==> src/design/pll_bus_clock_calculator_macros.svh <==
// assertion macros for the pll bus clock calculator
`ifndef PLL_BUS_CLOCK_CALCULATOR_MACROS_SVH
`define PLL_BUS_CLOCK_CALCULATOR_MACROS_SVH

// antecedent implies consequent in the same cycle
`define PBCC_ASSERT_IMPLIES(label, ante, cons, msg) \
  label: assert property (@(posedge clk_i) disable iff (!rst_ni) (ante) |-> (cons)) \
    else $error(msg);

// condition must never hold
`define PBCC_ASSERT_NEVER(label, cond, msg) \
  label: assert property (@(posedge clk_i) disable iff (!rst_ni) !(cond)) \
    else $error(msg);

`endif

==> src/design/pbcc_pkg.sv <==
// shared constants, types and helper functions of the pll bus clock calculator
`timescale 1ns / 1ps

package pbcc_pkg;

  localparam int unsigned CrystalW = 24;
  localparam int unsigned PllW     = 20;
  localparam int unsigned BusW     = 4;
  localparam int unsigned CamW     = 8;
  localparam int unsigned ClkW     = 32;

  localparam int unsigned MW    = 8;
  localparam int unsigned PW    = 6;
  localparam int unsigned SW    = 2;
  localparam int unsigned MLsb  = 12;
  localparam int unsigned PLsb  = 4;
  localparam int unsigned SLsb  = 0;
  localparam int unsigned MOfsW = 9;
  localparam int unsigned DenW  = 7;
  localparam int unsigned RemW  = 7;

  localparam logic [CrystalW-1:0] CrystalReset = 24'd12000000;
  localparam logic [MOfsW-1:0]    MOffset      = 9'd8;
  localparam logic [DenW-1:0]     POffset      = 7'd2;

  // crystal / 100 by reciprocal multiply
  localparam int unsigned   CqW         = 18;
  localparam int unsigned   MagicW      = 32;
  localparam logic [31:0]   Div100Magic = 32'h51EB851F;
  localparam int unsigned   Div100Shift = 37;
  localparam int unsigned   CqProdW     = CrystalW + MagicW;

  localparam int unsigned MainMcW  = MOfsW + CqW;
  localparam int unsigned MainNumW = MainMcW + 1;
  localparam int unsigned UsbNumW  = MOfsW + CrystalW;

  localparam int unsigned DivBitsPerStage = 4;
  localparam int unsigned DivStages       = 9;
  localparam int unsigned DivW            = DivBitsPerStage * DivStages;

  localparam int unsigned ScaleW   = 7;
  localparam logic [ScaleW-1:0] Scale100 = 7'd100;
  localparam int unsigned ScaleProdW = ClkW + ScaleW;

  // x / 3 by reciprocal multiply
  localparam logic [31:0] Div3Magic = 32'hAAAAAAAB;
  localparam int unsigned Div3Shift = 33;
  localparam int unsigned Div3ProdW = ClkW + MagicW;

  // select bits
  localparam int unsigned BusPclkHalfBit = 0;
  localparam int unsigned BusHclkLsb     = 1;
  localparam int unsigned BusUsbHalfBit  = 3;
  localparam int unsigned CamSixthBit    = 0;
  localparam int unsigned CamEighthBit   = 1;
  localparam int unsigned CamCpuHclkBit  = 4;

  typedef enum logic [1:0] {
    HclkDiv1 = 2'd0,
    HclkDiv2 = 2'd1,
    HclkDiv4 = 2'd2,
    HclkDiv3 = 2'd3
  } hclk_code_e;

  typedef struct packed {
    logic [MOfsW-1:0] m_ofs;
    logic [DenW-1:0]  den;
    logic [SW-1:0]    s;
  } pll_t;

  typedef struct packed {
    logic [BusW-1:0] bus;
    logic [CamW-1:0] cam;
  } sel_t;

  typedef struct packed {
    logic [DivW-1:0] acc;
    logic [RemW-1:0] rem;
    logic [DenW-1:0] den;
  } div_lane_t;

  typedef struct packed {
    div_lane_t main_lane;
    div_lane_t usb_lane;
    sel_t      sel;
  } div_t;

  typedef struct packed {
    logic [ClkW-1:0] core;
    logic [ClkW-1:0] bus;
    logic [ClkW-1:0] periph;
    logic [ClkW-1:0] cpu;
    logic [ClkW-1:0] usb;
  } clocks_t;

  function automatic pll_t split_pll(logic [PllW-1:0] word);
    pll_t r;
    r.m_ofs = MOfsW'(word[MLsb +: MW]) + MOffset;
    r.den   = DenW'(word[PLsb +: PW]) + POffset;
    r.s     = word[SLsb +: SW];
    return r;
  endfunction

  // restoring division, DivBitsPerStage (4) quotient bits per call
  function automatic div_lane_t div_steps(div_lane_t lane_in);
    div_lane_t       lane;
    logic [RemW:0]   sh;
    logic [RemW:0]   den_x;
    lane  = lane_in;
    den_x = {1'b0, lane_in.den};
    for (int i = 0; i < DivBitsPerStage; i++) begin
      sh       = {lane.rem, lane.acc[DivW-1]};
      lane.acc = {lane.acc[DivW-2:0], 1'b0};
      if (sh >= den_x) begin
        lane.rem    = RemW'(sh - den_x);
        lane.acc[0] = 1'b1;
      end else begin
        lane.rem = sh[RemW-1:0];
      end
    end
    return lane;
  endfunction

endpackage

==> src/design/pbcc_intf.sv <==
// input and output channel interfaces of the pll bus clock calculator
`timescale 1ns / 1ps

interface pbcc_in_if;
  logic                         valid;
  logic                         ready;
  logic [pbcc_pkg::PllW-1:0]    main_pll_word;
  logic [pbcc_pkg::PllW-1:0]    usb_pll_word;
  logic [pbcc_pkg::BusW-1:0]    bus_divider_word;
  logic [pbcc_pkg::CamW-1:0]    camera_divider_high;

  modport source (
    output valid, main_pll_word, usb_pll_word, bus_divider_word, camera_divider_high,
    input  ready
  );
  modport sink (
    input  valid, main_pll_word, usb_pll_word, bus_divider_word, camera_divider_high,
    output ready
  );
endinterface

interface pbcc_out_if;
  logic                         valid;
  logic                         ready;
  logic [pbcc_pkg::ClkW-1:0]    core_clock_hz;
  logic [pbcc_pkg::ClkW-1:0]    bus_clock_hz;
  logic [pbcc_pkg::ClkW-1:0]    peripheral_clock_hz;
  logic [pbcc_pkg::ClkW-1:0]    cpu_clock_hz;
  logic [pbcc_pkg::ClkW-1:0]    usb_clock_hz;

  modport source (
    output valid, core_clock_hz, bus_clock_hz, peripheral_clock_hz, cpu_clock_hz,
           usb_clock_hz,
    input  ready
  );
  modport sink (
    input  valid, core_clock_hz, bus_clock_hz, peripheral_clock_hz, cpu_clock_hz,
           usb_clock_hz,
    output ready
  );
endinterface

==> src/design/pll_bus_clock_calculator.sv <==
// top level of the pll bus clock calculator
//
// usage:
//   in_i takes one transaction per cycle while ready: the main and usb pll words,
//   the bus divider word and the upper camera divider byte. out_o returns one
//   transaction per input with the core, bus, peripheral, cpu and usb clocks in Hz.
//   cfg_we_i/cfg_data_i write the crystal frequency; write it only while idle.
//   throughput: one transaction per cycle, back to back unless out_o stalls.
//   a result passes 2 setup stages, the 36-bit restoring divider (9 stages of
//   4 quotient bits) and 3 scaling and select stages before it is valid on out_o.
//   every stage is a register with its own valid bit; a stalled receiver
//   fills the empty stages first, then ready on in_i drops.
//   reset clears all valid bits and loads 12 MHz as the crystal frequency;
//   there is no clearing pass, input is taken in the first cycle after reset.
//
`timescale 1ns / 1ps
`include "pll_bus_clock_calculator_macros.svh"

module pll_bus_clock_calculator (
  input  logic                           clk_i,
  input  logic                           rst_ni,
  input  logic                           cfg_we_i,
  input  logic [pbcc_pkg::CrystalW-1:0]  cfg_data_i,
  pbcc_in_if.sink                        in_i,
  pbcc_out_if.source                     out_o
);

  logic [pbcc_pkg::CrystalW-1:0]   crystal_q;
  logic [pbcc_pkg::DivStages:0]    dv_valid, dv_ready;
  pbcc_pkg::div_t                  dv_data [pbcc_pkg::DivStages+1];
  logic                            res_valid;
  pbcc_pkg::clocks_t               res;

  always_ff @(posedge clk_i or negedge rst_ni) begin
    if (!rst_ni) begin
      crystal_q <= pbcc_pkg::CrystalReset;
    end else if (cfg_we_i) begin
      crystal_q <= cfg_data_i;
    end
  end

  pbcc_prep u_prep (
    .clk_i       (clk_i),
    .rst_ni      (rst_ni),
    .crystal_i   (crystal_q),
    .valid_i     (in_i.valid),
    .ready_o     (in_i.ready),
    .main_word_i (in_i.main_pll_word),
    .usb_word_i  (in_i.usb_pll_word),
    .bus_i       (in_i.bus_divider_word),
    .cam_i       (in_i.camera_divider_high),
    .valid_o     (dv_valid[0]),
    .ready_i     (dv_ready[0]),
    .data_o      (dv_data[0])
  );

  for (genvar k = 0; k < pbcc_pkg::DivStages; k++) begin : g_div
    pbcc_div_stage u_div_stage (
      .clk_i   (clk_i),
      .rst_ni  (rst_ni),
      .valid_i (dv_valid[k]),
      .ready_o (dv_ready[k]),
      .data_i  (dv_data[k]),
      .valid_o (dv_valid[k+1]),
      .ready_i (dv_ready[k+1]),
      .data_o  (dv_data[k+1])
    );
  end

  pbcc_post u_post (
    .clk_i   (clk_i),
    .rst_ni  (rst_ni),
    .valid_i (dv_valid[pbcc_pkg::DivStages]),
    .ready_o (dv_ready[pbcc_pkg::DivStages]),
    .data_i  (dv_data[pbcc_pkg::DivStages]),
    .valid_o (res_valid),
    .ready_i (out_o.ready),
    .data_o  (res)
  );

  assign out_o.valid               = res_valid;
  assign out_o.core_clock_hz       = res.core;
  assign out_o.bus_clock_hz        = res.bus;
  assign out_o.peripheral_clock_hz = res.periph;
  assign out_o.cpu_clock_hz        = res.cpu;
  assign out_o.usb_clock_hz        = res.usb;

  `PBCC_ASSERT_NEVER(a_pclk_le_hclk, out_o.valid && (out_o.peripheral_clock_hz > out_o.bus_clock_hz), "pclk above hclk")
  `PBCC_ASSERT_IMPLIES(a_hclk_le_fclk, out_o.valid, out_o.bus_clock_hz <= out_o.core_clock_hz, "hclk above fclk")
  `PBCC_ASSERT_IMPLIES(a_cpu_source, out_o.valid, (out_o.cpu_clock_hz == out_o.bus_clock_hz) || (out_o.cpu_clock_hz == out_o.core_clock_hz), "cpu clock from neither hclk nor fclk")

endmodule

==> src/design/pbcc_prep.sv <==
// field split, crystal scaling and pll numerator stages
`timescale 1ns / 1ps

module pbcc_prep (
  input  logic                            clk_i,
  input  logic                            rst_ni,
  input  logic [pbcc_pkg::CrystalW-1:0]   crystal_i,
  input  logic                            valid_i,
  output logic                            ready_o,
  input  logic [pbcc_pkg::PllW-1:0]       main_word_i,
  input  logic [pbcc_pkg::PllW-1:0]       usb_word_i,
  input  logic [pbcc_pkg::BusW-1:0]       bus_i,
  input  logic [pbcc_pkg::CamW-1:0]       cam_i,
  output logic                            valid_o,
  input  logic                            ready_i,
  output pbcc_pkg::div_t                  data_o
);

  logic [pbcc_pkg::CqProdW-1:0]  cq_prod;
  logic                          s1_ready, s2_ready;
  logic                          s1_valid_q, s2_valid_q;
  logic [pbcc_pkg::CqW-1:0]      s1_cq_q;
  pbcc_pkg::pll_t                s1_main_q, s1_usb_q;
  pbcc_pkg::sel_t                s1_sel_q;
  logic [pbcc_pkg::MainMcW-1:0]  main_mc;
  logic [pbcc_pkg::MainNumW-1:0] main_num;
  logic [pbcc_pkg::UsbNumW-1:0]  usb_num;
  pbcc_pkg::div_t                s2_d, s2_q;

  assign s2_ready = !s2_valid_q || ready_i;
  assign s1_ready = !s1_valid_q || s2_ready;
  assign ready_o  = s1_ready;

  assign cq_prod = pbcc_pkg::CqProdW'(crystal_i) * pbcc_pkg::CqProdW'(pbcc_pkg::Div100Magic);

  // numerators, pre-shifted by s so only p+2 is left to divide by
  assign main_mc  = pbcc_pkg::MainMcW'(s1_main_q.m_ofs) * pbcc_pkg::MainMcW'(s1_cq_q);
  assign main_num = {main_mc, 1'b0};
  assign usb_num  = pbcc_pkg::UsbNumW'(s1_usb_q.m_ofs) * pbcc_pkg::UsbNumW'(crystal_i);

  always_comb begin
    s2_d.main_lane.acc = pbcc_pkg::DivW'(main_num >> s1_main_q.s);
    s2_d.main_lane.rem = '0;
    s2_d.main_lane.den = s1_main_q.den;
    s2_d.usb_lane.acc  = pbcc_pkg::DivW'(usb_num >> s1_usb_q.s);
    s2_d.usb_lane.rem  = '0;
    s2_d.usb_lane.den  = s1_usb_q.den;
    s2_d.sel           = s1_sel_q;
  end

  always_ff @(posedge clk_i or negedge rst_ni) begin
    if (!rst_ni) begin
      s1_valid_q <= 1'b0;
      s2_valid_q <= 1'b0;
    end else begin
      if (s1_ready) begin
        s1_valid_q <= valid_i;
      end
      if (s2_ready) begin
        s2_valid_q <= s1_valid_q;
      end
    end
  end

  always_ff @(posedge clk_i) begin
    if (s1_ready && valid_i) begin
      s1_cq_q   <= cq_prod[pbcc_pkg::Div100Shift +: pbcc_pkg::CqW];
      s1_main_q <= pbcc_pkg::split_pll(main_word_i);
      s1_usb_q  <= pbcc_pkg::split_pll(usb_word_i);
      s1_sel_q  <= '{bus: bus_i, cam: cam_i};
    end
    if (s2_ready && s1_valid_q) begin
      s2_q <= s2_d;
    end
  end

  assign valid_o = s2_valid_q;
  assign data_o  = s2_q;

endmodule

==> src/design/pbcc_div_stage.sv <==
// one pipeline stage of the dual restoring divider
`timescale 1ns / 1ps

module pbcc_div_stage (
  input  logic            clk_i,
  input  logic            rst_ni,
  input  logic            valid_i,
  output logic            ready_o,
  input  pbcc_pkg::div_t  data_i,
  output logic            valid_o,
  input  logic            ready_i,
  output pbcc_pkg::div_t  data_o
);

  logic           valid_q;
  pbcc_pkg::div_t data_d, data_q;

  assign ready_o = !valid_q || ready_i;

  always_comb begin
    data_d.main_lane = pbcc_pkg::div_steps(data_i.main_lane);
    data_d.usb_lane  = pbcc_pkg::div_steps(data_i.usb_lane);
    data_d.sel       = data_i.sel;
  end

  always_ff @(posedge clk_i or negedge rst_ni) begin
    if (!rst_ni) begin
      valid_q <= 1'b0;
    end else if (ready_o) begin
      valid_q <= valid_i;
    end
  end

  always_ff @(posedge clk_i) begin
    if (ready_o && valid_i) begin
      data_q <= data_d;
    end
  end

  assign valid_o = valid_q;
  assign data_o  = data_q;

endmodule

==> src/design/pbcc_post.sv <==
// fclk scaling, divide by three and clock selection stages
`timescale 1ns / 1ps

module pbcc_post (
  input  logic              clk_i,
  input  logic              rst_ni,
  input  logic              valid_i,
  output logic              ready_o,
  input  pbcc_pkg::div_t    data_i,
  output logic              valid_o,
  input  logic              ready_i,
  output pbcc_pkg::clocks_t data_o
);

  logic                            a_ready, b_ready, c_ready;
  logic                            a_valid_q, b_valid_q, c_valid_q;
  logic [pbcc_pkg::ScaleProdW-1:0] scale_prod;
  logic [pbcc_pkg::ClkW-1:0]       usb_q_raw;
  logic [pbcc_pkg::ClkW-1:0]       a_fclk_q, a_uclk_q;
  pbcc_pkg::sel_t                  a_sel_q;
  logic [pbcc_pkg::Div3ProdW-1:0]  third_prod;
  logic [pbcc_pkg::ClkW-1:0]       b_fclk_q, b_third_q, b_uclk_q;
  pbcc_pkg::sel_t                  b_sel_q;
  pbcc_pkg::hclk_code_e            code;
  logic [pbcc_pkg::ClkW-1:0]       hclk;
  pbcc_pkg::clocks_t               c_d, c_q;

  assign c_ready = !c_valid_q || ready_i;
  assign b_ready = !b_valid_q || c_ready;
  assign a_ready = !a_valid_q || b_ready;
  assign ready_o = a_ready;

  // fclk = quotient * 100, wrapping at 32 bits
  assign scale_prod = pbcc_pkg::ScaleProdW'(data_i.main_lane.acc[pbcc_pkg::ClkW-1:0])
                    * pbcc_pkg::ScaleProdW'(pbcc_pkg::Scale100);
  assign usb_q_raw  = data_i.usb_lane.acc[pbcc_pkg::ClkW-1:0];

  assign third_prod = pbcc_pkg::Div3ProdW'(a_fclk_q) * pbcc_pkg::Div3ProdW'(pbcc_pkg::Div3Magic);

  assign code = pbcc_pkg::hclk_code_e'(b_sel_q.bus[pbcc_pkg::BusHclkLsb +: 2]);

  always_comb begin
    case (code)
      pbcc_pkg::HclkDiv1: hclk = b_fclk_q;
      pbcc_pkg::HclkDiv2: hclk = b_fclk_q >> 1;
      pbcc_pkg::HclkDiv4: hclk = b_sel_q.cam[pbcc_pkg::CamEighthBit] ? (b_fclk_q >> 3)
                                                                      : (b_fclk_q >> 2);
      pbcc_pkg::HclkDiv3: hclk = b_sel_q.cam[pbcc_pkg::CamSixthBit] ? (b_third_q >> 1)
                                                                     : b_third_q;
      default:            hclk = b_fclk_q;
    endcase
    c_d.core   = b_fclk_q;
    c_d.bus    = hclk;
    c_d.periph = b_sel_q.bus[pbcc_pkg::BusPclkHalfBit] ? (hclk >> 1) : hclk;
    c_d.cpu    = b_sel_q.cam[pbcc_pkg::CamCpuHclkBit] ? hclk : b_fclk_q;
    c_d.usb    = b_uclk_q;
  end

  always_ff @(posedge clk_i or negedge rst_ni) begin
    if (!rst_ni) begin
      a_valid_q <= 1'b0;
      b_valid_q <= 1'b0;
      c_valid_q <= 1'b0;
    end else begin
      if (a_ready) begin
        a_valid_q <= valid_i;
      end
      if (b_ready) begin
        b_valid_q <= a_valid_q;
      end
      if (c_ready) begin
        c_valid_q <= b_valid_q;
      end
    end
  end

  always_ff @(posedge clk_i) begin
    if (a_ready && valid_i) begin
      a_fclk_q <= scale_prod[pbcc_pkg::ClkW-1:0];
      a_uclk_q <= data_i.sel.bus[pbcc_pkg::BusUsbHalfBit] ? (usb_q_raw >> 1) : usb_q_raw;
      a_sel_q  <= data_i.sel;
    end
    if (b_ready && a_valid_q) begin
      b_fclk_q  <= a_fclk_q;
      b_third_q <= pbcc_pkg::ClkW'(third_prod >> pbcc_pkg::Div3Shift);
      b_uclk_q  <= a_uclk_q;
      b_sel_q   <= a_sel_q;
    end
    if (c_ready && b_valid_q) begin
      c_q <= c_d;
    end
  end

  assign valid_o = c_valid_q;
  assign data_o  = c_q;

endmodule

==> src/flat_wrapper.sv <==
// flat-port wrapper written by rule: the top's interface ports become plain ports
module pll_bus_clock_calculator_flat 
  (clk_i, rst_ni, cfg_we_i, cfg_data_i, in_i_valid, in_i_main_pll_word, in_i_usb_pll_word, in_i_bus_divider_word, in_i_camera_divider_high, in_i_ready, out_o_valid, out_o_core_clock_hz, out_o_bus_clock_hz, out_o_peripheral_clock_hz, out_o_cpu_clock_hz, out_o_usb_clock_hz, out_o_ready);
  pbcc_in_if in_i_i ();
  pbcc_out_if out_o_i ();
  input  logic clk_i;
  input  logic rst_ni;
  input  logic cfg_we_i;
  input  logic [pbcc_pkg::CrystalW-1:0] cfg_data_i;
  input wire logic [$bits(in_i_i.valid)-1:0] in_i_valid;
  input wire logic [$bits(in_i_i.main_pll_word)-1:0] in_i_main_pll_word;
  input wire logic [$bits(in_i_i.usb_pll_word)-1:0] in_i_usb_pll_word;
  input wire logic [$bits(in_i_i.bus_divider_word)-1:0] in_i_bus_divider_word;
  input wire logic [$bits(in_i_i.camera_divider_high)-1:0] in_i_camera_divider_high;
  output wire logic [$bits(in_i_i.ready)-1:0] in_i_ready;
  output wire logic [$bits(out_o_i.valid)-1:0] out_o_valid;
  output wire logic [$bits(out_o_i.core_clock_hz)-1:0] out_o_core_clock_hz;
  output wire logic [$bits(out_o_i.bus_clock_hz)-1:0] out_o_bus_clock_hz;
  output wire logic [$bits(out_o_i.peripheral_clock_hz)-1:0] out_o_peripheral_clock_hz;
  output wire logic [$bits(out_o_i.cpu_clock_hz)-1:0] out_o_cpu_clock_hz;
  output wire logic [$bits(out_o_i.usb_clock_hz)-1:0] out_o_usb_clock_hz;
  input wire logic [$bits(out_o_i.ready)-1:0] out_o_ready;
  assign in_i_i.valid = in_i_valid;
  assign in_i_i.main_pll_word = in_i_main_pll_word;
  assign in_i_i.usb_pll_word = in_i_usb_pll_word;
  assign in_i_i.bus_divider_word = in_i_bus_divider_word;
  assign in_i_i.camera_divider_high = in_i_camera_divider_high;
  assign in_i_ready = in_i_i.ready;
  assign out_o_valid = out_o_i.valid;
  assign out_o_core_clock_hz = out_o_i.core_clock_hz;
  assign out_o_bus_clock_hz = out_o_i.bus_clock_hz;
  assign out_o_peripheral_clock_hz = out_o_i.peripheral_clock_hz;
  assign out_o_cpu_clock_hz = out_o_i.cpu_clock_hz;
  assign out_o_usb_clock_hz = out_o_i.usb_clock_hz;
  assign out_o_i.ready = out_o_ready;
  pll_bus_clock_calculator u_core (.clk_i(clk_i), .rst_ni(rst_ni), .cfg_we_i(cfg_we_i), .cfg_data_i(cfg_data_i), .in_i(in_i_i), .out_o(out_o_i));
endmodule
==> config.mk <==
export PLATFORM = sky130hd
export DESIGN_NAME = pll_bus_clock_calculator_flat
export DESIGN_NICKNAME = d
export VERILOG_FILES = /design/src/design/pbcc_pkg.sv /design/src/design/pbcc_intf.sv /design/src/design/pll_bus_clock_calculator.sv /design/src/design/pbcc_prep.sv /design/src/design/pbcc_div_stage.sv /design/src/design/pbcc_post.sv /design/src/flat_wrapper.sv
export VERILOG_INCLUDE_DIRS = /design/src /design/src/design
export SDC_FILE = /design/constraint.sdc
export NUM_CORES = 2
export LEC_CHECK = 0
export BUFFER_PORTS_ARGS = -buffer_cell sky130_fd_sc_hd__buf_2
export CAP_MARGIN = 20
export CORE_ASPECT_RATIO = 0.6
export CORE_MARGIN = 2
export CORE_UTILIZATION = 65
export CTS_BUF_LIST = sky130_fd_sc_hd__clkbuf_8
export DETAILED_ROUTE_END_ITERATION = 8
export PLACE_DENSITY_LB_ADDON = 0.15
export SYNTH_ARGS = -nofsm -noshare
export SYNTH_HDL_FRONTEND = slang
export SYNTH_HIERARCHICAL = 1
export SYNTH_SLANG_ARGS = --single-unit
==> constraint.sdc <==
create_clock -name clk_i -period 13.26 [get_ports clk_i]
set_input_delay 2.652 -clock clk_i [delete_from_list [all_inputs] [get_ports clk_i]]
set_output_delay 2.652 -clock clk_i [all_outputs]
set_load 0.02 [all_outputs]
==> flow_metrics.env <==
export IMPL_port_buffer_count=227
export IMPL_cts_sinks=1353
export IMPL_grt_use_met3=0.0732
export IMPL_viasPerCell=6.04
export IMPL_fin_skew_ns=0.0959
export IMPL_multi_input_area_um2=63400
export IMPL_period_needed_ns=10.42
export IMPL_syn_area_per_cell_um2=11.2
export IMPL_placed_cells=12200
export IMPL_cts_buffers=204
export IMPL_reg2reg_depth=34
export IMPL_grt_use_met2=0.443
export IMPL_hold_path_class="flip-flop to flip-flop"
export IMPL_cp_slowest_cell="edfxtp_1"
export IMPL_drt_initial_drc_count=7602
export IMPL_drt_total_wl_um=266000
export IMPL_slowest_delay_ns=0.53
export IMPL_finalHoldViolations=0
export IMPL_yosysWarnings=6
export IMPL_run_status="completed"
export IMPL_dieArea_um2=174000
export IMPL_syn_area_um2=111000
export IMPL_hold_path_depth=0
export IMPL_fillers=12300
export IMPL_maxSlewViolCount=0
export IMPL_grt_pass1_wl_um=421000
export IMPL_post_cts_buffers=0
export IMPL_grt_pass1_vias=75400
export IMPL_r2r_end="u_core/g_div[2].u_div_stage/data_o[24]"
export IMPL_routabilityCongestion=0.981
export IMPL_post_drt_wl_per_cell_um=21.2
export IMPL_holdPathEnd="u_core/g_div[3].u_div_stage/data_o[31]"
export IMPL_maxCapViolCount=0
export IMPL_reg2reg_from="u_core/g_div[1].u_div_stage/data_o[13]"
export IMPL_fin_tns_setup_ns=0
export IMPL_worstSetupStartpointType="flip-flop"
export IMPL_hold_buffers=0
export IMPL_crit_family="compound AO/OA/AOI/OAI gates"
export IMPL_antenna_left=0
export IMPL_fin_util=0.696
export IMPL_grt_util_met1=0.483
export IMPL_syn2layout_area_growth_pct=6.52
export IMPL_die_x_um=537
export IMPL_arrival_ns=11.01
export IMPL_path_clk_slew_ns=0.07
export IMPL_regArea_um2=40500
export IMPL_coreArea_um2=169000
export IMPL_grt_start_max_net_pins=87
export IMPL_antenna_found_initial=10
export IMPL_final_cells=12600
export IMPL_drt_pass1_iter_count=6
export IMPL_drive_above_1_share=0.0976
export IMPL_overflow=0
export IMPL_holdCritStartpoint="u_core/g_div[2].u_div_stage/data_o[27]"
export IMPL_hold_slack_ns=0.349
export IMPL_clockRootBuffer="clkbuf_8"
export IMPL_path_max_fanout=23
export IMPL_critPathBufInv=1
export IMPL_end_kind="flip-flop"
export IMPL_fp_dieH_um=324
export IMPL_crit_type="flip-flop to flip-flop"
export IMPL_rrSetupSlack_ns=2.84
export IMPL_start_util=0.654
export IMPL_max_freq_mhz=95.9
export IMPL_rsz0062_at_grt="no"
export IMPL_groute_usage_overall=0.310
export IMPL_period_share=0.786
export IMPL_slew_headroom=0.251
export IMPL_setup_viol_count_final=0
export IMPL_cts_max_level=4
export IMPL_vias=75900
export IMPL_clock_latency_ns=0.95
export IMPL_required_ns=13.85
export IMPL_worstMarginPinSlew_ns=1.12
export IMPL_cts_max_path_buffers=4
export IMPL_busiest_layer="met1"
export IMPL_cts_tree="done"
export IMPL_place_hpwl_um=211000
export IMPL_final_nets=12300
export IMPL_io_pins=243
export IMPL_cts_resized=0
export IMPL_drc=0
export IMPL_rows=117
export IMPL_syn_inst=9888
==> layout by cell type, fill, tap and decap left out, types with 41 or more instances in the layout <==
cell	n
a211oi_1	57
a21o_1	167
a21oi_1	472
and2_1	184
and3_1	43
buf_2	227
clkbuf_8	214
clkinv_1	42
edfxtp_1	1315
fa_1	833
ha_1	1240
inv_1	1556
mux2_2	233
mux2i_1	152
nand2_1	608
nand2b_1	91
nand3_1	128
nand4_1	92
nor2_1	536
nor2b_1	175
nor3_1	87
o21a_1	156
o21ai_0	289
o21bai_1	57
o221ai_1	44
o31a_1	41
xnor2_1	231
xor2_1	129
==> layer usage <==
| layer | vias up | wire length, um |
|---|---|---|
| li1 | 35100 | - |
| met1 | 37400 | 125000 |
| met2 | 3156 | 111000 |
| met3 | 291 | 26700 |
| met4 | 10 | 3890 |
| met5 | - | 57 |
==> cell type report <==
class / instances / share of cell area
repair buffers: 260 / 0.0119
flip-flops and latches: 1353 / 0.343
multi-input cells: 6811 / 0.538
clock buffers: 214 / 0.0250
inverters: 1515 / 0.0482
well taps: 2261 / 0.0240
diodes: 6 / 0.000127
clock inverters: 151 / 0.00959
==> stage by stage <==
step                      area [um2]  worst slack (ns)
after floorplan               111000              4.89
after global placement        114000              3.26
after detailed placement      114000              3.13
after CTS                     118000              3.06
after global routing          118000              2.14
final                         118000              2.84
==> how the worst max path moves through the flow <==
stage / slack, ns / startpoint / depth (start not counted) / endpoint
after global routing: 2.14 / u_core/g_div[0].u_div_stage/data_o[13] / 34 / u_core/g_div[1].u_div_stage/data_o[25]
final: 2.84 / u_core/g_div[1].u_div_stage/data_o[13] / 34 / u_core/g_div[2].u_div_stage/data_o[24]
after CTS: 3.06 / u_core/g_div[6].u_div_stage/data_o[13] / 34 / u_core/g_div[7].u_div_stage/data_o[22]
after global placement: 3.26 / u_core/g_div[1].u_div_stage/data_o[13] / 34 / u_core/g_div[2].u_div_stage/data_o[22]
after detailed placement: 3.13 / u_core/g_div[2].u_div_stage/data_o[13] / 34 / u_core/g_div[3].u_div_stage/data_o[21]
after floorplan: 4.89 / u_core/g_div[0].u_div_stage/data_o[13] / 36 / u_core/g_div[1].u_div_stage/data_o[22]
==> sequential cells by signal, summed over array words and instances (netlist names), 24 cells and up <==
register and count:
u_core/crystal_q 24, u_core/g_div.u_div_stage/data_o 847, u_core/u_post/a_fclk_q 30, u_core/u_post/a_uclk_q 32
u_core/u_post/b_fclk_q 30, u_core/u_post/b_third_q 31, u_core/u_post/b_uclk_q 32, u_core/u_post/data_o 158
u_core/u_prep/data_o 82
Power is left out: the tool's default activity adds up to more than one toggle a clock period on the data nets, which glitch-free logic cannot reach.
